`src/hdl/srs_pkg.sv`:
```
package srs_pkg;

    // result status codes
    localparam logic [1:0] STATUS_CONVERGED = 2'd0;
    localparam logic [1:0] STATUS_LIMIT     = 2'd1;
    localparam logic [1:0] STATUS_ZERO_DEN  = 2'd2;

    // configuration register indexes
    localparam logic [2:0] REG_COEF_CUBIC    = 3'd0;
    localparam logic [2:0] REG_COEF_SQUARE   = 3'd1;
    localparam logic [2:0] REG_COEF_LINEAR   = 3'd2;
    localparam logic [2:0] REG_COEF_CONSTANT = 3'd3;
    localparam logic [2:0] REG_TOLERANCE     = 3'd4;
    localparam logic [2:0] REG_ITER_LIMIT    = 3'd5;

    localparam int TOL_WIDTH   = 33;
    localparam int COUNT_WIDTH = 6;

    // arithmetic unit operation codes
    typedef enum logic [2:0] {
        OP_ADD = 3'd0,
        OP_SUB = 3'd1,
        OP_MUL = 3'd2,
        OP_DIV = 3'd3
    } srs_op_t;

    // request / response between sequencer and arithmetic unit
    typedef struct packed {
        logic    start;
        srs_op_t op;
    } srs_alu_ctl_t;

    typedef struct packed {
        logic done;
        logic busy;
    } srs_alu_sts_t;

endpackage

```
`src/hdl/srs_alu.sv`:
```
// Shared saturating fixed-point unit: add/sub registered in the cycle after start,
// multiply one 16-bit slice of b at a time, divide one quotient bit per cycle.
module srs_alu
    import srs_pkg::*;
#(
    parameter int DATA_WIDTH = 48,
    parameter int FRAC_BITS  = 32
)
(
    input  logic                         clk,
    input  logic                         rst_n,
    input  srs_alu_ctl_t                 ctl,
    input  logic signed [DATA_WIDTH-1:0] a,
    input  logic signed [DATA_WIDTH-1:0] b,
    output srs_alu_sts_t                 sts,
    output logic signed [DATA_WIDTH-1:0] res
);

    localparam int W      = DATA_WIDTH;
    localparam int SLICE  = 16;
    localparam int NSLICE = (W + SLICE - 1) / SLICE;
    localparam int PW     = 2 * W;
    localparam int NB     = W + FRAC_BITS;
    localparam int CW     = $clog2(NB + 1);
    localparam int SW     = $clog2(NSLICE + 1);

    typedef enum logic [2:0] {
        A_IDLE = 3'b001,
        A_MUL  = 3'b010,
        A_DIV  = 3'b100
    } alu_state_t;

    alu_state_t       state_reg, state_next;
    logic [W-1:0]     ma_reg, mb_reg;
    logic             neg_reg;
    logic [PW-1:0]    prod_reg;
    logic [SW-1:0]    slice_reg;
    logic [NB-1:0]    num_reg;
    logic [W:0]       rem_reg;
    logic [NB-1:0]    quo_reg;
    logic [CW-1:0]    cnt_reg;
    logic [W-1:0]     res_reg;
    logic             done_reg;
    logic             prod_valid_q, quo_valid_q;

    logic [W-1:0]     mag_a, mag_b;
    logic [W:0]       sum_w;
    logic [W-1:0]     sat_sum;
    logic [SLICE-1:0] bslice;
    logic [W+SLICE-1:0] part;
    logic [W:0]       rem_sh, rem_sub;
    logic             take;
    logic [PW-1:0]    prod_sh;
    logic             mul_ovf, div_ovf;
    logic [W-1:0]     mul_mag, div_mag;

    function automatic logic [W-1:0] sat_mag(input logic neg, input logic [W-1:0] m,
                                             input logic ovf);
        logic [W-1:0] r;
        r = '0;
        if (neg) begin
            if (ovf || m[W-1]) r = {1'b1, {(W-1){1'b0}}};
            else               r = (~m) + 1'b1;
        end else begin
            if (ovf || m[W-1]) r = {1'b0, {(W-1){1'b1}}};
            else               r = m;
        end
        return r;
    endfunction

    assign mag_a = a[W-1] ? (~a) + 1'b1 : a;
    assign mag_b = b[W-1] ? (~b) + 1'b1 : b;

    // saturating add / subtract
    always_comb
    begin
        if (ctl.op == OP_SUB) sum_w = {a[W-1], a} - {b[W-1], b};
        else                  sum_w = {a[W-1], a} + {b[W-1], b};
        if (sum_w[W] != sum_w[W-1])
            sat_sum = sum_w[W] ? {1'b1, {(W-1){1'b0}}} : {1'b0, {(W-1){1'b1}}};
        else
            sat_sum = sum_w[W-1:0];
    end

    // multiply slice and divide step
    assign bslice  = mb_reg[slice_reg*SLICE +: SLICE];
    assign part    = ma_reg * bslice;
    assign rem_sh  = {rem_reg[W-1:0], num_reg[NB-1]};
    assign take    = (rem_sh >= {1'b0, mb_reg});
    assign rem_sub = rem_sh - {1'b0, mb_reg};

    assign prod_sh = prod_reg >> FRAC_BITS;
    assign mul_ovf = |(prod_reg >> (FRAC_BITS + W));
    assign mul_mag = prod_sh[W-1:0];
    assign div_ovf = |(quo_reg >> W);
    assign div_mag = quo_reg[W-1:0];

    always_comb
    begin
        state_next = state_reg;
        case (state_reg)
            A_IDLE:
            begin
                if (ctl.start && ctl.op == OP_MUL) state_next = A_MUL;
                if (ctl.start && ctl.op == OP_DIV) state_next = A_DIV;
            end
            A_MUL:   if (slice_reg == SW'(NSLICE - 1)) state_next = A_IDLE;
            A_DIV:   if (cnt_reg == CW'(NB - 1)) state_next = A_IDLE;
            default: state_next = A_IDLE;
        endcase
    end

    always_ff @(posedge clk or negedge rst_n)
    begin
        if (!rst_n)
        begin
            state_reg <= A_IDLE;
            done_reg  <= 1'b0;
        end
        else
        begin
            state_reg <= state_next;
            done_reg  <= ((state_reg == A_IDLE) && ctl.start &&
                          (ctl.op == OP_ADD || ctl.op == OP_SUB)) ||
                         ((state_reg == A_MUL) && (slice_reg == SW'(NSLICE - 1))) ||
                         ((state_reg == A_DIV) && (cnt_reg == CW'(NB - 1)));
        end
    end

    // datapath
    always_ff @(posedge clk)
    begin
        case (state_reg)
            A_IDLE:
            begin
                ma_reg    <= mag_a;
                mb_reg    <= mag_b;
                neg_reg   <= a[W-1] ^ b[W-1];
                prod_reg  <= '0;
                slice_reg <= '0;
                num_reg   <= {mag_a, {FRAC_BITS{1'b0}}};
                rem_reg   <= '0;
                quo_reg   <= '0;
                cnt_reg   <= '0;
                if (ctl.start && (ctl.op == OP_ADD || ctl.op == OP_SUB))
                    res_reg <= sat_sum;
            end
            A_MUL:
            begin
                prod_reg  <= prod_reg + (PW'(part) << (slice_reg * SLICE));
                slice_reg <= slice_reg + 1'b1;
            end
            A_DIV:
            begin
                rem_reg <= take ? rem_sub : rem_sh;
                quo_reg <= {quo_reg[NB-2:0], take};
                num_reg <= {num_reg[NB-2:0], 1'b0};
                cnt_reg <= cnt_reg + 1'b1;
            end
            default: ;
        endcase
    end

    // final sign and saturation
    always_comb
    begin
        res = res_reg;
        if (done_reg && prod_valid_q) res = sat_mag(neg_reg, mul_mag, mul_ovf);
        if (done_reg && quo_valid_q)  res = sat_mag(neg_reg, div_mag, div_ovf);
    end

    always_ff @(posedge clk or negedge rst_n)
    begin
        if (!rst_n)
        begin
            prod_valid_q <= 1'b0;
            quo_valid_q  <= 1'b0;
        end
        else
        begin
            prod_valid_q <= (state_reg == A_MUL);
            quo_valid_q  <= (state_reg == A_DIV);
        end
    end

    assign sts.done = done_reg;
    assign sts.busy = (state_reg != A_IDLE);

endmodule

```
`src/hdl/secant_root_solver.sv`:
```
// Channel | valid        | stall        | payload
// request | x_valid      | x_stall      | x_first, x_second
// result  | result_valid | result_stall | root, status, iterations_used
//
// The bit-serial divide in the shared unit dominates the time of each secant
// step. Reset is asynchronous, active low, and restores the coefficient
// registers. A stalled result holds; the next request is taken only after the
// result has been delivered.
module secant_root_solver
    import srs_pkg::*;
#(
    parameter int DATA_WIDTH = 48,
    parameter int FRAC_BITS  = 32
)
(
    input  logic                         clk,
    input  logic                         rst_n,
    input  logic                         cfg_we,
    input  logic [2:0]                   cfg_index,
    input  logic [DATA_WIDTH-1:0]        cfg_data,
    input  logic                         x_valid,
    output logic                         x_stall,
    input  logic signed [DATA_WIDTH-1:0] x_first,
    input  logic signed [DATA_WIDTH-1:0] x_second,
    output logic                         result_valid,
    input  logic                         result_stall,
    output logic signed [DATA_WIDTH-1:0] root,
    output logic [1:0]                   status,
    output logic [COUNT_WIDTH-1:0]       iterations_used
);

    localparam int W = DATA_WIDTH;

    typedef enum logic [12:0] {
        S_IDLE   = 13'b0000000000001,
        S_PSTART = 13'b0000000000010,
        S_PMUL   = 13'b0000000000100,
        S_PADD   = 13'b0000000001000,
        S_PDONE  = 13'b0000000010000,
        S_CHECK  = 13'b0000000100000,
        S_DEN    = 13'b0000001000000,
        S_DX     = 13'b0000010000000,
        S_DIV    = 13'b0000100000000,
        S_MUL    = 13'b0001000000000,
        S_TEST   = 13'b0010000000000,
        S_UPD    = 13'b0100000000000,
        S_OUT    = 13'b1000000000000
    } seq_state_t;

    seq_state_t state_reg;
    logic [W-1:0] c3_reg, c2_reg, c1_reg, c0_reg;
    logic [TOL_WIDTH-1:0]   tol_reg;
    logic [COUNT_WIDTH-1:0] lim_reg, iter_reg;
    logic signed [W-1:0] xa_reg, xb_reg, fa_reg, fb_reg, acc_reg, px_reg, t_reg;
    logic [1:0] hstep_reg;
    logic       pfor_b_reg;
    logic       first_reg;
    logic       waiting_reg;
    logic signed [W-1:0] root_reg;
    logic [1:0] status_reg;
    logic [COUNT_WIDTH-1:0] used_reg;
    logic       out_valid_reg;

    srs_alu_ctl_t ctl;
    srs_alu_sts_t sts;
    logic signed [W-1:0] op_a, op_b, alu_res;
    logic [W-1:0] d_mag;

    srs_alu #(.DATA_WIDTH(DATA_WIDTH), .FRAC_BITS(FRAC_BITS)) u_alu (
        .clk   (clk),
        .rst_n (rst_n),
        .ctl   (ctl),
        .a     (op_a),
        .b     (op_b),
        .sts   (sts),
        .res   (alu_res)
    );

    // configuration registers
    always_ff @(posedge clk or negedge rst_n)
    begin
        if (!rst_n)
        begin
            c3_reg  <= W'(64'sd4294967296 >>> (32 - FRAC_BITS));
            c2_reg  <= W'(-64'sd12884901888 >>> (32 - FRAC_BITS));
            c1_reg  <= W'(64'sd8589934592 >>> (32 - FRAC_BITS));
            c0_reg  <= '0;
            tol_reg <= TOL_WIDTH'(1);
            lim_reg <= COUNT_WIDTH'(50);
        end
        else if (cfg_we)
        begin
            case (cfg_index)
                REG_COEF_CUBIC:    c3_reg  <= cfg_data;
                REG_COEF_SQUARE:   c2_reg  <= cfg_data;
                REG_COEF_LINEAR:   c1_reg  <= cfg_data;
                REG_COEF_CONSTANT: c0_reg  <= cfg_data;
                REG_TOLERANCE:     tol_reg <= TOL_WIDTH'(cfg_data);
                REG_ITER_LIMIT:    lim_reg <= cfg_data[COUNT_WIDTH-1:0];
                default: ;
            endcase
        end
    end

    // operand selection for the shared unit
    always_comb
    begin
        ctl.start = 1'b0;
        ctl.op    = OP_ADD;
        op_a      = acc_reg;
        op_b      = px_reg;
        case (state_reg)
            S_PMUL:
            begin
                ctl.start = !waiting_reg;
                ctl.op    = OP_MUL;
            end
            S_PADD:
            begin
                ctl.start = !waiting_reg;
                ctl.op    = OP_ADD;
                op_b      = (hstep_reg == 2'd0) ? c2_reg :
                            (hstep_reg == 2'd1) ? c1_reg : c0_reg;
            end
            S_DEN:
            begin
                ctl.start = !waiting_reg;
                ctl.op    = OP_SUB;
                op_a      = fb_reg;
                op_b      = fa_reg;
            end
            S_DX:
            begin
                ctl.start = !waiting_reg;
                ctl.op    = OP_SUB;
                op_a      = xb_reg;
                op_b      = xa_reg;
            end
            S_DIV:
            begin
                ctl.start = !waiting_reg;
                ctl.op    = OP_DIV;
                op_a      = t_reg;
                op_b      = acc_reg;
            end
            S_MUL:
            begin
                ctl.start = !waiting_reg;
                ctl.op    = OP_MUL;
                op_a      = t_reg;
                op_b      = fb_reg;
            end
            S_UPD:
            begin
                ctl.start = !waiting_reg;
                ctl.op    = OP_SUB;
                op_a      = xb_reg;
                op_b      = t_reg;
            end
            default: ;
        endcase
    end

    assign d_mag = t_reg[W-1] ? (~t_reg) + 1'b1 : t_reg;

    // sequencer
    always_ff @(posedge clk or negedge rst_n)
    begin
        if (!rst_n)
        begin
            state_reg     <= S_IDLE;
            waiting_reg   <= 1'b0;
            out_valid_reg <= 1'b0;
        end
        else
        begin
            if (sts.done)       waiting_reg <= 1'b0;
            else if (ctl.start) waiting_reg <= 1'b1;
            case (state_reg)
                S_IDLE:
                    if (x_valid)
                    begin
                        xa_reg     <= x_first;
                        xb_reg     <= x_second;
                        iter_reg   <= '0;
                        px_reg     <= x_first;
                        pfor_b_reg <= 1'b0;
                        first_reg  <= 1'b1;
                        state_reg  <= S_PSTART;
                    end
                S_PSTART:
                begin
                    acc_reg   <= c3_reg;
                    hstep_reg <= 2'd0;
                    state_reg <= S_PMUL;
                end
                S_PMUL:
                    if (sts.done)
                    begin
                        acc_reg   <= alu_res;
                        state_reg <= S_PADD;
                    end
                S_PADD:
                    if (sts.done)
                    begin
                        acc_reg   <= alu_res;
                        hstep_reg <= hstep_reg + 1'b1;
                        state_reg <= (hstep_reg == 2'd2) ? S_PDONE : S_PMUL;
                    end
                S_PDONE:
                begin
                    if (pfor_b_reg) fb_reg <= acc_reg;
                    else            fa_reg <= acc_reg;
                    state_reg <= S_CHECK;
                end
                S_CHECK:
                begin
                    if (!pfor_b_reg && first_reg)
                    begin
                        first_reg <= 1'b0;
                        if (iter_reg == lim_reg)
                        begin
                            root_reg   <= xb_reg;
                            status_reg <= STATUS_LIMIT;
                            used_reg   <= lim_reg;
                            state_reg  <= S_OUT;
                        end
                        else
                        begin
                            px_reg     <= xb_reg;
                            pfor_b_reg <= 1'b1;
                            state_reg  <= S_PSTART;
                        end
                    end
                    else
                        state_reg <= S_DEN;
                end
                S_DEN:
                    if (sts.done)
                    begin
                        acc_reg <= alu_res;
                        if (alu_res == '0)
                        begin
                            root_reg   <= xb_reg;
                            status_reg <= STATUS_ZERO_DEN;
                            used_reg   <= iter_reg;
                            state_reg  <= S_OUT;
                        end
                        else
                            state_reg <= S_DX;
                    end
                S_DX:
                    if (sts.done)
                    begin
                        t_reg     <= alu_res;
                        state_reg <= S_DIV;
                    end
                S_DIV:
                    if (sts.done)
                    begin
                        t_reg     <= alu_res;
                        state_reg <= S_MUL;
                    end
                S_MUL:
                    if (sts.done)
                    begin
                        t_reg     <= alu_res;
                        state_reg <= S_TEST;
                    end
                S_TEST:
                begin
                    iter_reg <= iter_reg + 1'b1;
                    if ({1'b0, d_mag} < (W+1)'(tol_reg))
                    begin
                        root_reg   <= xb_reg;
                        status_reg <= STATUS_CONVERGED;
                        used_reg   <= iter_reg + 1'b1;
                        state_reg  <= S_OUT;
                    end
                    else
                        state_reg <= S_UPD;
                end
                S_UPD:
                    if (sts.done)
                    begin
                        xa_reg <= xb_reg;
                        fa_reg <= fb_reg;
                        xb_reg <= alu_res;
                        px_reg <= alu_res;
                        if (iter_reg == lim_reg)
                        begin
                            root_reg   <= alu_res;
                            status_reg <= STATUS_LIMIT;
                            used_reg   <= lim_reg;
                            state_reg  <= S_OUT;
                        end
                        else
                            state_reg <= S_PSTART;
                    end
                S_OUT:
                begin
                    if (!out_valid_reg) out_valid_reg <= 1'b1;
                    else if (!result_stall)
                    begin
                        out_valid_reg <= 1'b0;
                        state_reg     <= S_IDLE;
                    end
                end
                default: state_reg <= S_IDLE;
            endcase
        end
    end

    assign x_stall         = (state_reg != S_IDLE);
    assign result_valid    = out_valid_reg;
    assign root            = root_reg;
    assign status          = status_reg;
    assign iterations_used = used_reg;

endmodule

```
`config.mk`:
```
export PLATFORM = sky130hd
export DESIGN_NAME = secant_root_solver
export DESIGN_NICKNAME = d
export VERILOG_FILES = /design/src/hdl/srs_pkg.sv /design/src/hdl/srs_alu.sv /design/src/hdl/secant_root_solver.sv
export SDC_FILE = /design/constraint.sdc
export NUM_CORES = 2
export LEC_CHECK = 0
export BUFFER_PORTS_ARGS = -buffer_cell sky130_fd_sc_hd__buf_2
export CELL_PAD_IN_SITES_DETAIL_PLACEMENT = 0
export CELL_PAD_IN_SITES_GLOBAL_PLACEMENT = 2
export CORE_ASPECT_RATIO = 0.6
export CORE_MARGIN = 2
export CORE_UTILIZATION = 24
export DETAILED_ROUTE_END_ITERATION = 10
export PLACE_DENSITY_LB_ADDON = 0.08
export RECOVER_POWER = 100
export SYNTH_ARGS = -nofsm -noshare
export SYNTH_HDL_FRONTEND = slang
export SYNTH_SLANG_ARGS = --single-unit
```
`constraint.sdc`:
```
create_clock -name clk -period 11.4 [get_ports clk]
set_input_delay 2.28 -clock clk [delete_from_list [all_inputs] [get_ports clk]]
set_output_delay 2.28 -clock clk [all_outputs]
set_load 0.02 [all_outputs]
```
Yosys cells after proc, flatten, opt, wreduce, memory -nomap -nowiden
Cells that the tools add are included.
Storage, ports and cells
  bits in registers: 1112
  input bits: 152
  output and inout port bits: 58
  logic and storage cells: 272
Operators by class
  $add $sub $neg: 13
  multipliers: 1
  magnitude comparators: 2
  equality and inequality tests: 52
  shift operators: 2
  muxes and demuxes: 97
  bitwise logic cells: 6
  reduce and logical (&&, ||, !) cells: 61
Operators with widths (number)
  48-bit 2-to-1 mux: 30
  48-bit one-hot mux with 2 select lines: 5
  80-bit one-hot mux with 2 select lines: 2
  48-bit one-hot mux with 3 select lines: 2
  48-bit one-hot mux with 6 select lines: 1
  48-bit by 1-bit adder with 48-bit output (second input constant): 5
  48-bit NOT: 5
  48-bit one-hot mux with 4 select lines: 1
  96-bit one-hot mux with 2 select lines: 1
  13-bit 2-to-1 mux: 14
  13-bit one-hot mux with 13 select lines: 1
  96-bit adder: 1
  64-bit by 6-bit << shifter with 96-bit output: 1
  48-bit by 16-bit multiplier with 64-bit output: 1
  48-bit by 48-bit adder with 49-bit output: 1
  49-bit by 48-bit >= comparator with 1-bit output: 1
  49-bit 2-to-1 mux: 1
  48-bit by 48-bit subtractor with 49-bit output: 1
  48-bit logical NOT: 1
  48-bit by 33-bit < comparator with 1-bit output: 1
  48-bit by 7-bit indexed part select with 16-bit output: 1
  48-bit subtractor: 1
  47-bit 2-to-1 mux: 1
  6-bit 2-to-1 mux: 7
  other kinds (61): 148

Logic depth before layout (Yosys ltp)
  depth in word-level cells: 10
  gate-level depth with buffers: 45
  depth with buffers taken out: 40

Cells and area by module
From an unflattened synthesis, not the netlist that was laid out.
Unflattened totals
  cells, all modules: 9806
  area total of the unflattened synthesis: 91001.0 µm²
By module, submodules not included
  srs_alu: instances 1, cells an instance 6971, area each 59524.6 µm², sequential area each 12943.7 µm²
  secant_root_solver: instances 1, cells an instance 2835, area each 31476.4 µm², sequential area each 18255.0 µm²

Least setup slack after synthesis
Ideal clock, no wire load.
  path kind: register to register
  start point: register u_alu.slice_reg[0]
  end point: register u_alu.prod_reg[95], data pin
  library setup time: 260 ps
  arrival time: 10245 ps
  data required time: 11140 ps
  path slack: 895 ps
  cell stages (with the launch flop): 45
  path buffers: 6
  period minus slack after synthesis: 10505 ps
  cell sequence: edfxtp_1 -> clkbuf_1 -> clkbuf_1 -> mux2i_1 -> o22ai_1 -> clkbuf_1 -> clkbuf_1 -> nand2_1 -> fa_1 -> inv_1 -> fa_1 -> inv_1 -> fa_1 -> inv_1 -> fa_1 -> fa_1 -> inv_1 -> fa_1 -> [... 9 more ...] -> a32oi_1 -> a31oi_1 -> xnor2_1 -> mux2_2 -> mux2_2 -> ha_1 -> clkbuf_1 -> a21o_1 -> a21oi_1 -> o21bai_1 -> a211oi_1 -> o31a_1 -> o21ai_0 -> a21oi_1 -> a21oi_1 -> or3_1 -> o211ai_1 -> mux2_2
Between the ends
  longest elaborated chain between the ends: 5
RTL lines
  from (decl): line srs_alu.sv:37  | logic [SW-1:0] slice_reg;
  from (signal assigned): line srs_alu.sv:151  | slice_reg <= slice_reg + 1'b1;
  48-bit by 7-bit indexed part select with 16-bit output: line srs_alu.sv:86  | assign bslice = mb_reg[slice_reg*SLICE +: SLICE];
  48-bit by 16-bit multiplier with 64-bit output: line srs_alu.sv:87  | assign part = ma_reg * bslice;
  64-bit by 6-bit << shifter with 96-bit output (*): line srs_alu.sv:150  | prod_reg <= prod_reg + (PW'(part) << (slice_reg * SLICE));
  96-bit adder (*): line srs_alu.sv:150
  96-bit one-hot mux with 2 select lines (*): line srs_alu.sv:133  | case (state_reg)
  to (signal assigned): line srs_alu.sv:150
  to (decl): line srs_alu.sv:36  | logic [PW-1:0] prod_reg;
Mark *: on every way between the ends. The rest lies on a longest branch, timed or not.
A chain may end at the register's enable or synchronous reset.

Worst setup path after layout
Same ends and word-level chain as after synthesis.

==> impl_results.rst <==
.. list-table::
   :header-rows: 1

   * - Metric
     - Value
   * - Run status
     - finished with violations
   * - Violated checks
     - capacitance limit, slew limit
   * - Number of maximum-capacitance constraint violations
     - between 50 and 60
   * - Count of clock tree sinks
     - approximately 1,100
   * - Required time of the worst setup path
     - between 10 and 15 ns
   * - Die width
     - 805.5 um
   * - Share of synthesized registers carrying an async set or reset
     - between 20% and 30%
   * - Critical path capture point type
     - flop
   * - Count of TritonRoute iterations in the first routing pass
     - 8
   * - Fin. Hold Viols
     - 0
   * - Final routed DRC violation total
     - 0
   * - Max FFs per register
     - 96
   * - CTS HTree Levels
     - 4
   * - Worst min path class
     - flop to flop
   * - Global-route wire length before repair
     - ~700,000 um
   * - Initial core utilization
     - between 20% and 30%
   * - Achievable Freq
     - between 0.09 and 0.1 GHz
   * - Total of flip-flops plus latches after synthesis
     - ~1,100
   * - Total grt overflow
     - 0
   * - Clk slew on worst S/H paths
     - roughly 0.06 ns
   * - Type of element launching the critical path
     - flop
   * - Die area
     - between 300,000 and 400,000 um2
   * - DP Wirelength
     - 424,300 um
   * - Max Fanout on Critical Path
     - 13
   * - Syn_area_per_cell
     - ~9.3 um2
   * - Placeable core area
     - approximately 380,000 um2
   * - Number of distinct standard cells referenced by the synthesized netlist
     - between 100 and 150
   * - Input/output buffers
     - 209
   * - Sequential area share after synthesis
     - roughly a third
   * - Number of enable-type register cells in the synthesized netlist
     - just over 800
   * - GRT Total Usage
     - 26.10%
   * - Leading post-synthesis cells by cell area
     - sky130_fd_sc_hd__edfxtp_1, sky130_fd_sc_hd__fa_1, sky130_fd_sc_hd__nand2_1, sky130_fd_sc_hd__dfrtp_1, sky130_fd_sc_hd__ha_1
   * - Most common cell after layout, fill and taps aside
     - sky130_fd_sc_hd__nand2_1
   * - Gpl congestion
     - between 0.9 and 1
   * - Cell type contributing the most total cell area after synthesis
     - sky130_fd_sc_hd__edfxtp_1
   * - Total via count in the routed design
     - roughly 84,000
   * - CTS tree
     - yes
   * - Share of the synthesized area in the top cell type
     - 26.88%
   * - Worst-path cell with the longest stage delay
     - sky130_fd_sc_hd__fa_1
   * - Least-Margin Pin Slew
     - between 4 and 5 ns
   * - # setup viols final
     - 0
   * - First DRT Iteration DRCs
     - between 10,000 and 15,000
   * - Layout-stage area growth over the synthesis result
     - 21.52%
   * - Minimum setup slack in the final design
     - roughly 0.32 ns
   * - Total Wirelength
     - approximately 520,000 um
   * - Post-layout utilization of the core
     - between 20% and 30%
   * - FILL cells
     - slightly above 40,000
   * - Fraction of layout instances using a drive strength above 1
     - between 10% and 20%
   * - Total clock buffers created by CTS
     - roughly 140
   * - Setup repair after global routing missed its margin
     - true
   * - Pre-CTS worst setup slack
     - -0.4050 ns
   * - Worst clock skew on the final layout
     - ~0.11 ns
   * - Most repeated library cell on the critical path
     - sky130_fd_sc_hd__fa_1
   * - Clock tree buffer depth
     - 4
   * - Mapped Cells
     - ~10,000
   * - Number of warnings printed during yosys synthesis
     - 0
   * - Gate family responsible for the most delay along the worst path
     - adder cells
   * - Number of hold buffers added after CTS
     - 0
   * - Total Nets Final
     - roughly 12,000
   * - Buffers plus inverters on the worst setup path
     - 10
   * - Setup CP Type
     - flop to flop
   * - ANT nets after route
     - 0
   * - Via count of the first global-routing pass
     - ~82,000
   * - Largest net degree at the start of global routing
     - about 130
   * - Clock Root Buffer
     - sky130_fd_sc_hd__clkbuf_16
   * - Number of antenna violations at the first check in global routing
     - 101
   * - Maximum cell stage delay along the critical path
     - 0.56 ns
   * - Clock insertion delay at the later pin of the skew report
     - 0.88 ns
   * - Worst hold-check slack
     - 0.4947 ns
   * - Final Critical Period
     - 11.08 ns
   * - Normalized max-slew margin
     - -194.5%
   * - Die height
     - approximately 480 um
   * - Vias/cell
     - 5.193
   * - Highest-count cells in the layout ignoring fill and taps
     - sky130_fd_sc_hd__nand2_1, sky130_fd_sc_hd__buf_4, sky130_fd_sc_hd__inv_1, sky130_fd_sc_hd__edfxtp_1, sky130_fd_sc_hd__fa_1
   * - Pins Over Slew Limit
     - 2,073
   * - Post-Route Setup TNS
     - 0 ns
   * - I/O pin count
     - 210
   * - Number of standard-cell rows in the floorplan
     - between 150 and 200
   * - Wire per inst
     - 32.14 um
   * - Post-Syn Area
     - around 93,000 um2
   * - Final worst path period share
     - 97.21%
   * - Primary FF master, synth
     - sky130_fd_sc_hd__edfxtp_1
   * - Synth Net Count
     - 11,140
   * - Worst path arrival time
     - ~12 ns
[worst register-to-register path: cells and delay by family (launching register included)]
family	cells	cell delay (ns)
XOR/XNOR	1	0.28
multiplexers	2	0.69
AO/OA/AOI/OAI	13	2.69
flip-flops	1	0.44
adder cells (fa/ha/maj)	8	3.65
AND/OR/NAND/NOR	8	1.78
buffers and inverters	10	1.30
[path summary, 6_finish.rpt]
check	start	to	slack, ns	cells past startpoint
worst max-delay path	u_alu.slice_reg[0]	u_alu.prod_reg[95]	0.32	42
min in group asynchronous	rst_n	c2_reg[10]	2.55	1
worst min register to register	acc_reg[31]	fb_reg[31]	0.49	0
max in group asynchronous	rst_n	u_alu.state_reg[2]	1.68	3
worst max register to register	u_alu.slice_reg[0]	u_alu.prod_reg[95]	0.32	42
worst min-delay path	acc_reg[31]	fb_reg[31]	0.49	0
[layer usage]
layer  track usage (%)  part of all wire [%]  up-vias  routed length (um)
li1                  -                     -    36590                   -
met2             29.65                    33     3462              171900
met1             45.66                    55    43940              288200
met5            0.4899                 0.090        -                 468
met3             8.250                    11      332               56880
met4             2.269                  0.87       28                4549
[timing repair]
item	CTS	global route
setup endpoints to repair	16	39
buffers inserted	2	11
pin swaps	1	17
endpoints found under the hold margin	0	0
gates cloned	0	3
gates resized for setup	16	96
[per-stage QoR]
| stage | instance area (um2) | std cells |
|---|---|---|
| 2_1_floorplan | 92510 | 9972 |
| 3_3_place_gp | 107900 | 15920 |
| 3_5_place_dp | 107900 | 15920 |
| 4_1_cts | 112400 | 16170 |
| 5_1_grt | 112300 | 16210 |
| 6_report | 112400 | 16240 |
[logic make-up (layout without fill, tap and decap cells)]
kind of cell / after synthesis / in the layout / share of synthesized area (%)
XOR/XNOR: 398 / 398 / 3.768
AO/OA/AOI/OAI: 2018 / 2018 / 14.62
other: 0 / 62 / 0
multiplexers: 360 / 360 / 4.241
flip-flops: 1080 / 1080 / 33.72
adder cells (fa/ha/maj): 1062 / 1062 / 19.49
buffers and inverters: 1549 / 2595 / 6.365
AND/OR/NAND/NOR: 3505 / 3505 / 17.79
[layout make-up]
cell class	count	area [um2]	area share [%]
clock buffer	189	3862	3.436
inverter	955	3590	3.193
clock inverter	56	553.0	0.4919
tap	5162	6459	5.745
sequential	1080	31200	27.75
antenna	62	155.1	0.1380
multi-input combinational	7343	56260	50.04
timing repair buffer	1395	10340	9.202
[synthesized netlist by cell type (24+ instances only)]
master,n
sky130_fd_sc_hd__xnor2_1,257
sky130_fd_sc_hd__buf_2,26
sky130_fd_sc_hd__mux2_2,256
sky130_fd_sc_hd__nor2b_1,46
sky130_fd_sc_hd__or4_1,33
sky130_fd_sc_hd__nor2_1,643
sky130_fd_sc_hd__o211ai_1,38
sky130_fd_sc_hd__or2_2,26
sky130_fd_sc_hd__nor4_1,78
sky130_fd_sc_hd__a221oi_1,34
sky130_fd_sc_hd__a22oi_1,101
sky130_fd_sc_hd__o21a_1,62
sky130_fd_sc_hd__ha_1,370
sky130_fd_sc_hd__edfxtp_1,828
sky130_fd_sc_hd__mux2i_1,104
sky130_fd_sc_hd__a31oi_1,59
sky130_fd_sc_hd__fa_1,645
sky130_fd_sc_hd__nor3_1,131
sky130_fd_sc_hd__and2_1,290
sky130_fd_sc_hd__nand3_1,147
sky130_fd_sc_hd__a22o_1,26
sky130_fd_sc_hd__and3b_1,46
sky130_fd_sc_hd__buf_1,61
sky130_fd_sc_hd__nand2b_1,52
sky130_fd_sc_hd__or3_1,74
sky130_fd_sc_hd__nand2_1,1604
sky130_fd_sc_hd__a211oi_1,49
sky130_fd_sc_hd__inv_1,950
sky130_fd_sc_hd__o21bai_1,50
sky130_fd_sc_hd__maj3_1,29
sky130_fd_sc_hd__and3_1,113
sky130_fd_sc_hd__o21ai_0,393
sky130_fd_sc_hd__o2111ai_1,27
sky130_fd_sc_hd__clkbuf_1,500
sky130_fd_sc_hd__a21boi_0,37
sky130_fd_sc_hd__a21o_1,209
sky130_fd_sc_hd__a222oi_1,37
sky130_fd_sc_hd__o2bb2ai_1,24
sky130_fd_sc_hd__o22ai_1,66
sky130_fd_sc_hd__nand4_1,112
sky130_fd_sc_hd__a21oi_1,485
sky130_fd_sc_hd__o31ai_1,51
sky130_fd_sc_hd__a221o_1,35
sky130_fd_sc_hd__dfrtp_1,229
sky130_fd_sc_hd__xor2_1,141
Power is not shown: default switching activity piles up to over one toggle a cycle in this logic, so the estimate is an artifact.
